<file path="config.mk">
export PLATFORM = sky130hd
export DESIGN_NAME = mdm_cell
export DESIGN_NICKNAME = d
export VERILOG_FILES = /design/src/rtl/mdm_pkg.sv /design/src/rtl/mdm_cell.sv
export SDC_FILE = /design/constraint.sdc
export NUM_CORES = 1
export LEC_CHECK = 0
export ABC_AREA = 1
export BUFFER_PORTS_ARGS = -buffer_cell sky130_fd_sc_hd__buf_4
export CAP_MARGIN = 20
export CORE_AREA = 2 2 138 140
export CTS_CLUSTER_DIAMETER = 80
export DETAILED_ROUTE_END_ITERATION = 10
export DIE_AREA = 0 0 140 142
export GPL_ROUTABILITY_DRIVEN = 0
export PLACE_DENSITY_LB_ADDON = 0.15
export SKIP_LAST_GASP = 1
export SYNTH_ARGS = -nofsm -noshare
export SYNTH_HDL_FRONTEND = slang
export SYNTH_SLANG_ARGS = --single-unit
export TNS_END_PERCENT = 5
</file>
<file path="constraint.sdc">
create_clock -name clk_i -period 1.4 [get_ports clk_i]
set_clock_uncertainty 0.05 [all_clocks]
set_input_delay 0.21 -clock clk_i [delete_from_list [all_inputs] [get_ports clk_i]]
set_output_delay 0.21 -clock clk_i [all_outputs]
set_load 0.005 [all_outputs]
</file>
<file path="src/rtl/mdm_pkg.sv">
package mdm_pkg;

  localparam int unsigned SumW = 48;

  // One channel's state as it travels down the ring.
  typedef struct packed {
    logic [31:0]            phase;
    logic [31:0]            step;
    logic signed [SumW-1:0] re;
    logic signed [SumW-1:0] im;
  } chan_t;

  // Q30 coefficients of the odd sine polynomial.
  localparam logic [30:0] K1 = 31'd1686629713;
  localparam logic [30:0] K3 = 31'd693598669;
  localparam logic [30:0] K5 = 31'd85569305;
  localparam logic [30:0] K7 = 31'd5026994;

  // Configuration register indexes.
  localparam logic [2:0] REG_ACTIVE    = 3'd0;
  localparam logic [2:0] REG_SPF       = 3'd1;
  localparam logic [2:0] REG_CHANNELS  = 3'd2;
  localparam logic [2:0] REG_FRAME_DMP = 3'd3;
  localparam logic [2:0] REG_AMP_DMP   = 3'd4;
  localparam logic [2:0] REG_GAIN      = 3'd5;

  localparam logic signed [SumW-1:0] SumMax = {1'b0, {(SumW-1){1'b1}}};
  localparam logic signed [SumW-1:0] SumMin = {1'b1, {(SumW-1){1'b0}}};

  function automatic logic signed [SumW-1:0] sat_add(input logic signed [SumW-1:0] a,
                                                     input logic signed [31:0] b);
    logic signed [SumW:0] s;
    s = (SumW+1)'(a) + (SumW+1)'(b);
    if (s[SumW] != s[SumW-1]) begin
      return s[SumW] ? SumMin : SumMax;
    end
    return s[SumW-1:0];
  endfunction

endpackage

</file>
<file path="src/rtl/mdm_cell.sv">
module mdm_cell (
  input  logic          clk_i,
  input  logic          rst_ni,
  input  logic          shift_i,
  input  mdm_pkg::chan_t din_i,
  input  logic          load_i,
  input  logic [31:0]   step_i,
  output mdm_pkg::chan_t q_o
);
  import mdm_pkg::*;

  chan_t chan_q;

  always_ff @(posedge clk_i or negedge rst_ni) begin
    if (!rst_ni) begin
      chan_q <= '0;
    end else if (load_i) begin
      chan_q.phase <= '0;
      chan_q.step  <= step_i;
      chan_q.re    <= '0;
      chan_q.im    <= '0;
    end else if (shift_i) begin
      chan_q <= din_i;
    end
  end

  assign q_o = chan_q;

endmodule

</file>
==> results of run 1 <==
worst min path at each step:
stage	endpoint	start
floorplan	q_o[0]	rst_ni
global placement	q_o[123]	rst_ni
detailed placement	q_o[123]	rst_ni
CTS	q_o[113]	din_i[113]
global route	q_o[108]	din_i[108]
finish	q_o[113]	din_i[113]
cell usage after synthesis:
| master | number |
|---|---|
| buf_2 | 43 |
| buf_4 | 1 |
| buf_6 | 1 |
| clkbuf_1 | 11 |
| dfrtp_1 | 160 |
| inv_2 | 1 |
| nand2_1 | 320 |
| nand3_1 | 192 |
| nor2_4 | 1 |
layer usage:
layer  up-vias  share of wire [%]  routed length, um
li1       3430                  -                  -
met1      3375                 40               9380
met2       303                 49              11600
met3        43                9.0               2130
met4         0                2.2                532
met5         -                  0                  0
through the flow:
stage | utilization [%] | cells | total power [mW] | instance area [um^2]
after global routing | 65.2 | 1513 | 12.6 | 12000
after CTS | 65.2 | 1513 | 12.1 | 12000
after detailed placement | 51.5 | 1290 | 6.90 | 9510
final | 65.2 | 1513 | 12.0 | 12000
after floorplan | - | 730 | 5.66 | 6460
after global placement | 51.5 | 1290 | 6.89 | 9510
worst max-delay path, delay by kind of cell:
kind | cells | cell delay (ps)
simple gates | 2 | 140
buf+inv | 3 | 1240
cell usage in the layout (no fill, tap or decap):
master	count
clkbuf_16	17
nor2_4	1
clkinvlp_4	2
buf_4	368
buf_6	1
nand2_1	320
dfrtp_1	160
clkbuf_8	2
nand3_1	192
inv_8	1
clkinv_4	3
buf_12	13
inv_6	4
clkbuf_1	1
dlygate4sd3_1	191
inv_4	1
bufinv_16	2
kinds of logic after synthesis:
logic type	count (synthesis)	synth area share [%]
DFF	160	62.0
and+or+nand+nor	513	33.7
buffers and inverters	57	4.32
area by class of cell:
cell class / count / share of cell area [%]
clock inverter: 12 / 1.23
timing repair buffer: 573 / 41.1
tap: 234 / 2.43
sequential: 160 / 33.3
inverter: 1 / 0.0520
multi-input combinational: 513 / 18.1
clock buffer: 20 / 3.80
power by group through the flow:
stage          Clock [mW]  Combinational (mW)  Sequential, mW
2_1_floorplan           0               0.486            5.18
3_3_place_gp            0                1.73            5.16
3_5_place_dp            0                1.74            5.16
4_1_cts              4.83                2.22            5.09
5_1_grt              5.06                2.43            5.12
6_report             4.71                2.24            5.09
what timing repair did:
| action | in CTS | in global routing |
|---|---|---|
| resized for setup | 0 | 0 |
| endpoints found under the setup margin | 0 | 0 |
| hold endpoints to repair | 255 | 0 |
| hold buffers | 191 | 0 |
==> summary.txt, run 1 <==
Floorplanning
  • DIE WIDTH: 140 um
  • Die area: 0.0199 mm^2
  • # IOs: 356
  • Initial Util: 35.0%
  • Die Ht: 142 um
  • Site Rows: 50
  • CORE AREA: 0.0185 mm^2

Timing
  • Slew Limit Fails: 0
  • Post-layout min period: 1340 ps
  • Endpoints failing setup: 0
  • Worst Tran Pin Value: 381 ps
  • Final period utilization: 95.8%
  • Worst Slack Setup Final: 58.4 ps
  • Fin Hold WS: 20.2 ps
  • Max Clk Rate: 0.745 GHz
  • RSZ-0062 raised after global routing: false
  • Final Hold Vio Count: 0
  • Worst slew margin: 74.6%
  • Setup TNS: 0 ps

Critical path
  • Slowest cell on crit path: dlygate4sd3_1
  • Worst r2r dst: q_o[106]
  • Worst Setup SP: step_i[30]
  • Crit path required time: 1650 ps
  • CP Capture Type: register
  • Worst R2R Path Depth: 3
  • Most frequent CP cell: dlygate4sd3_1
  • Cells along the critical path: dlygate4sd3_1 -> buf_4 -> nand2_1 -> nand3_1 -> dlygate4sd3_1
  • CP arrival: 1590 ps
  • R2R setup slack: 120 ps
  • CP Capture Point: q_o[126]
  • Reg2reg start: q_o[106]
  • Startpoint types: primary input
  • Classification of the worst setup path: in2reg
  • Worst-path maximum fanout: 1
  • Slowest stage delay, CP: 550 ps

Yosys
  • Unique cell type count in the Yosys netlist: 9
  • Post-Syn Area: 0.00646 mm^2
  • Top-area cell type share of the netlist area: 62.0%
  • Ranking of synthesized cells by area: dfrtp_1, nand2_1, nand3_1
  • Area leader, netlist: dfrtp_1
  • Syn Area/Cell: 8.84 um^2
  • Mapped Cells: 730
  • Sequential share of the synthesized area: 62.0%
  • Syn nets: 926
  • Ys Warns: 0
  • Synth Register Bits: 160

Clocking
  • CTS Buf Count: 17
  • Latest clock arrival within the worst-skew pair: 410 ps
  • CTS Root Cell: clkbuf_16
  • CTS tree: done
  • CTS H-tree depth: 4
  • Clk slew on worst S/H paths: 60 ps
  • # Post-CTS Setup Buffers: 0
  • CTS sink count: 160
  • Max Root-Sink Buffers: 2

Power and ir drop
  • Pint: 9.02 mW
  • Switch share: 25.1%
  • Register share of total power: 42.3%
  • Clk network pwr share: 39.1%
  • Switching power: 3.02 mW
  • Worst VDD drop: 811 uV
  • PwrDens: 1000 mW/mm^2
  • Lkg Pwr: 6.47 nW
  • Gate power share: 18.6%

Hold path
  • HP Class: in2reg
  • Number of cells on the worst hold path: 3

Detailed routing
  • Per-cell routed wire length: 15.6 um
  • DR vias/cell: 4.73
  • First-pass DRT Iterations: 9
  • Vias: 7151
  • DR iter-0 viols: 338
  • # DRC: 25
  • Post-DRT Antenna Nets: 0
  • Routed wire length: 23700 um

Placement
  • Setup WS pre-CTS: 216 ps
  • Port bufs: 355
  • Detailed Place HPWL: 15200 um

Final layout
  • Multi-input gate area: 0.00217 mm^2
  • ANT cells: 0
  • FILL cells: 1440
  • Fin nets: 1462
  • Fraction of layout cells with a size suffix above 1: 32.4%
  • FF+latch area: 0.00400 mm^2
  • Max reg flops: 160
  • Area Growth Syn to Fin: 86.3%

Global route
  • Gr busiest metal: met2
  • Vias in the first global route: 7368
  • First-pass GRT wire length: 37500 um
  • GR met3 Demand/Resource: 7.77%
  • Pin count of the biggest net entering global routing: 78
  • Met1 GRT Util: 28.8%
  • Met2 track demand over resource: 40.2%
  • Initial antenna violation count: 0
  • Grt ovf: 0
  • GR Util All Layers: 23.8%

Status
  • Failing checks: DRC
  • Status: complete, but fails checks

Run
  • Max-Cap Viols: 0
Note: power is estimated with default switching activity, not from simulation.
==> run 2: changes to the inputs <==
--- a/config.mk
+++ b/config.mk
@@ -8,10 +8,9 @@
 export ABC_AREA = 1
 export BUFFER_PORTS_ARGS = -buffer_cell sky130_fd_sc_hd__buf_4
 export CAP_MARGIN = 20
-export CORE_AREA = 2 2 138 140
+export CORE_UTILIZATION = 25
 export CTS_CLUSTER_DIAMETER = 80
 export DETAILED_ROUTE_END_ITERATION = 10
-export DIE_AREA = 0 0 140 142
 export GPL_ROUTABILITY_DRIVEN = 0
 export PLACE_DENSITY_LB_ADDON = 0.15
 export SKIP_LAST_GASP = 1
==> summary.txt, run 2 (synthesis results as in run 1) <==
Critical path
  • Most frequent CP cell: dlygate4sd3_1
  • R2R setup slack: 120 ps
  • Worst R2R Path Depth: 3
  • Classification of the worst setup path: in2reg
  • Crit path required time: 1650 ps
  • Cells along the critical path: dlygate4sd3_1 -> buf_4 -> nand2_1 -> nand3_1 -> dlygate4sd3_1
  • Worst r2r dst: q_o[96]
  • CP arrival: 1600 ps
  • CP Capture Type: register
  • Startpoint types: primary input
  • Slowest stage delay, CP: 570 ps
  • Worst-path maximum fanout: 1
  • Slowest cell on crit path: dlygate4sd3_1
  • Reg2reg start: q_o[96]

Global route
  • First-pass GRT wire length: 38400 um
  • Initial antenna violation count: 1
  • Vias in the first global route: 7268
  • Pin count of the biggest net entering global routing: 82
  • Grt ovf: 0
  • GR Util All Layers: 18.4%

Timing
  • Final Hold Vio Count: 0
  • Setup TNS: 0 ps
  • Max Clk Rate: 0.738 GHz
  • RSZ-0062 raised after global routing: false
  • Slew Limit Fails: 0
  • Final period utilization: 96.8%
  • Worst Tran Pin Value: 505 ps
  • Worst slew margin: 66.3%
  • Endpoints failing setup: 0
  • Post-layout min period: 1360 ps

Floorplanning
  • Die area: 0.0265 mm^2
  • Site Rows: 58
  • Die Ht: 163 um
  • # IOs: 356
  • Initial Util: 25.6%
  • DIE WIDTH: 163 um
  • CORE AREA: 0.0253 mm^2

Power and ir drop
  • Lkg Pwr: 6.44 nW
  • PwrDens: 991 mW/mm^2
  • Worst VDD drop: 758 uV

Placement
  • # placed instances: 1381
  • Port bufs: 355
  • Detailed Place HPWL: 15800 um

Detailed routing
  • Post-DRT Antenna Nets: 0
  • First-pass DRT Iterations: 6
  • Vias: 7002
  • Per-cell routed wire length: 15.1 um
  • DR iter-0 viols: 450
  • Routed wire length: 24300 um
  • DR vias/cell: 4.37
  • # DRC: 0

Hold path
  • Worst Hold End: q_o[93]
  • Number of cells on the worst hold path: 3
  • HP Class: in2reg
  • Hold wc startpoint: din_i[93]

Final layout
  • Most frequent cells in the layout: buf_4, nand2_1, nand3_1
  • Final Non-Filler Cells: 1604
  • Fin nets: 1456
  • Fraction of layout cells with a size suffix above 1: 32.3%
  • Max reg flops: 160
  • Area Growth Syn to Fin: 87.2%
  • Commonest non-fill, non-tap cell in the layout: buf_4

Run
  • Max-Cap Viols: 0

Clocking
  • CTS H-tree depth: 4
  • Max Root-Sink Buffers: 2
  • # Post-CTS Setup Buffers: 0
  • CTS sink count: 160
  • CTS Buf Count: 17
  • CTS tree: done
  • Latest clock arrival within the worst-skew pair: 410 ps
  • CTS Root Cell: clkbuf_16
  • Clk slew on worst S/H paths: 70 ps

Status
  • Status: finished clean
## run 2: routing by layer
layer | global-route usage, % | up-vias | wire [um]
met3 | 4.74 | 19 | 1760
met4 | 5.14 | 0 | 327
met2 | 32.1 | 272 | 12000
met5 | 0 | - | 0
met1 | 22.4 | 3293 | 10200
li1 | - | 3418 | -
## run 2: worst max-delay path, delay by kind of cell
family	cells	cell delay, ps
buffers and inverters	3	1240
and+or+nand+nor	2	160
## run 2: worst max path at each step
stage                     slack [ps]  endpoint        from  depth (start not counted)
final                             40   q_o[96]   step_i[0]                          5
after global routing              50  q_o[110]  din_i[110]                          5
after CTS                        110   q_o[96]   step_i[0]                          5
after detailed placement         230  q_o[157]      load_i                          6
after global placement           250   q_o[67]      load_i                          6
after floorplan                  380   q_o[85]      load_i                          6
## run 2: area by class of cell
type,instances,area (um^2)
fillers,2464,13200
well taps,330,413
inverters,1,6.26
diodes,1,2.50
flip-flops and latches,160,4000
multi-input cells,513,2170
repair buffers,567,4900
clock buffers,18,439
clock inverters,14,153
## run 2: repair_timing
item                      in CTS  in global routing
hold endpoints to repair     189                  0
hold buffers                 190                  0
resized for setup              0                  0
## run 2: per-stage QoR
step	hold WS (ps)	util (%)	power (mW)	cell area, um^2	worst slack [ps]
5_1_grt	12.1	47.9	12.6	12100	47.4
3_3_place_gp	149	38.0	6.92	9590	246
4_1_cts	8.40	47.9	12.2	12100	105
2_1_floorplan	-136	-	5.66	6460	377
6_report	25.7	47.9	12.0	12100	44.4
3_5_place_dp	146	38.0	6.92	9590	226
## run 2: report_power, final
group	internal (mW)	total, mW	switching (mW)
clock network	2.57	4.68	2.11
registers	4.91	5.09	0.175
logic	1.33	2.22	0.892
==> run 3: changes to the inputs <==
--- a/config.mk
+++ b/config.mk
@@ -8,11 +8,14 @@
 export ABC_AREA = 1
 export BUFFER_PORTS_ARGS = -buffer_cell sky130_fd_sc_hd__buf_4
 export CAP_MARGIN = 20
+export CELL_PAD_IN_SITES_DETAIL_PLACEMENT = 1
+export CELL_PAD_IN_SITES_GLOBAL_PLACEMENT = 1
 export CORE_UTILIZATION = 25
 export CTS_CLUSTER_DIAMETER = 80
 export DETAILED_ROUTE_END_ITERATION = 10
 export GPL_ROUTABILITY_DRIVEN = 0
 export PLACE_DENSITY_LB_ADDON = 0.15
+export SKIP_CTS_REPAIR_TIMING = 1
 export SKIP_LAST_GASP = 1
 export SYNTH_ARGS = -nofsm -noshare
 export SYNTH_HDL_FRONTEND = slang
==> summary.txt, run 3 (synthesis results as in run 1) <==
Status
  • Status: complete, but fails checks
  • Failing checks: hold timing

Detailed routing
  • DR vias/cell: 4.47
  • First-pass DRT Iterations: 4
  • Routed wire length: 26600 um
  • DR iter-0 viols: 362
  • Vias: 7116
  • Post-DRT Antenna Nets: 0
  • Per-cell routed wire length: 16.7 um
  • # DRC: 0

Critical path
  • Reg2reg start: q_o[125]
  • Critical path depth in cells: 5
  • Startpoint types: primary input
  • Most frequent CP cell: dlygate4sd3_1
  • CP arrival: 1610 ps
  • Worst r2r dst: q_o[125]
  • Worst Setup SP: step_i[6]
  • R2R setup slack: 130 ps
  • Cells along the critical path: dlygate4sd3_1 -> buf_4 -> nand2_1 -> nand3_1 -> dlygate4sd3_1
  • CP Capture Point: q_o[102]
  • Buf/Inv on CP: 3
  • Worst-path maximum fanout: 1
  • Classification of the worst setup path: in2reg
  • Slowest cell on crit path: dlygate4sd3_1
  • Worst R2R Path Depth: 3
  • Slowest stage delay, CP: 570 ps
  • CP Capture Type: register
  • Crit path required time: 1650 ps
  • Family with the most delay on the worst path: buffers and inverters

Global route
  • Pin count of the biggest net entering global routing: 79
  • First-pass GRT wire length: 37000 um
  • Vias in the first global route: 6722
  • Initial antenna violation count: 1
  • Grt ovf: 0
  • GR Util All Layers: 18.1%

Timing
  • Worst slew margin: 73.8%
  • Worst Tran Pin Value: 393 ps
  • Max Clk Rate: 0.739 GHz
  • Setup TNS: 0 ps
  • RSZ-0062 raised after global routing: false
  • Endpoints failing setup: 0
  • Final Hold Vio Count: 8
  • Fin Hold WS: -19.2 ps
  • Final period utilization: 96.7%
  • Slew Limit Fails: 0
  • Post-layout min period: 1350 ps

Clocking
  • CTS Buf Count: 17
  • CTS Root Cell: clkbuf_16
  • CTS H-tree depth: 4
  • CTS tree: done
  • CTS sink count: 160
  • Max Root-Sink Buffers: 2
  • Latest clock arrival within the worst-skew pair: 420 ps
  • Clk slew on worst S/H paths: 70 ps

Power and ir drop
  • Overall power: 11.9 mW
  • Lkg Pwr: 6.37 nW
  • PwrDens: 994 mW/mm^2
  • Worst VDD drop: 656 uV

Placement
  • Dpl cell area: 0.00958 mm^2
  • Detailed Place HPWL: 17000 um
  • Port bufs: 355

Final layout
  • Fraction of layout cells with a size suffix above 1: 32.4%
  • Area Growth Syn to Fin: 84.9%
  • Fin area: 0.0119 mm^2
  • Max reg flops: 160
  • Most frequent cells in the layout: buf_4, nand2_1, nand3_1
  • Fin nets: 1443
  • Commonest non-fill, non-tap cell in the layout: buf_4
  • FILL cells: 2901

Floorplanning
  • CORE AREA: 0.0253 mm^2
  • Site Rows: 58
  • Die Ht: 163 um
  • # IOs: 356
  • DIE WIDTH: 163 um
  • Die area: 0.0265 mm^2
  • Initial Util: 25.6%

Hold path
  • HP Class: in2reg
  • Number of cells on the worst hold path: 3

Run
  • Max-Cap Viols: 0
run 3: stage by stage:
step	setup WS (ps)	instances	hold WS [ps]	utilization, %
after floorplan	377	730	-136	-
after global placement	220	1379	-12.4	37.9
after detailed placement	201	1379	-8.04	37.9
after CTS	142	1411	-478	40.2
after global routing	29.1	1591	0.818	47.3
final	46.0	1591	-19.2	47.3
run 3: where the power goes:
part / total (mW) / leakage [nW] / switching, mW / internal [mW]
combinational: 2.22 / 4.00 / 0.918 / 1.30
clock: 4.56 / 0.277 / 2.16 / 2.40
sequential: 5.09 / 2.09 / 0.173 / 4.91
total: 11.9 / 6.37 / 3.25 / 8.61
run 3: worst reg2reg max path, cell delays in order, from the launching register on:
cell and delay, ps:
dfrtp_1 390, nand2_1 80, nand3_1 80, dlygate4sd3_1 560
run 3: area by class of cell:
| type | instances | area [um^2] | area share (%) |
|---|---|---|---|
| clock inverters | 13 | 124 | 1.04 |
| clock buffers | 19 | 443 | 3.71 |
| repair buffers | 554 | 4770 | 40.0 |
| flip-flops and latches | 160 | 4000 | 33.5 |
| well taps | 330 | 413 | 3.46 |
| multi-input cells | 513 | 2170 | 18.2 |
| diodes | 1 | 2.50 | 0.0210 |
| inverters | 1 | 6.26 | 0.0524 |
run 3: layer usage:
metal	GRT usage (%)	wire, um	vias to the layer above
li1	-	-	3393
met4	4.76	476	0
met3	7.23	2150	30
met1	22.5	11000	3432
met5	0	0	-
met2	29.1	13000	261
run 3: worst min path at each step:
stage / from / endpoint / slack [ps]
floorplan: rst_ni / q_o[0] / -140
global placement: rst_ni / q_o[65] / -10
detailed placement: rst_ni / q_o[65] / -8
CTS: rst_ni / q_o[65] / -480
global route: din_i[91] / q_o[91] / 0.8
finish: din_i[91] / q_o[91] / -20
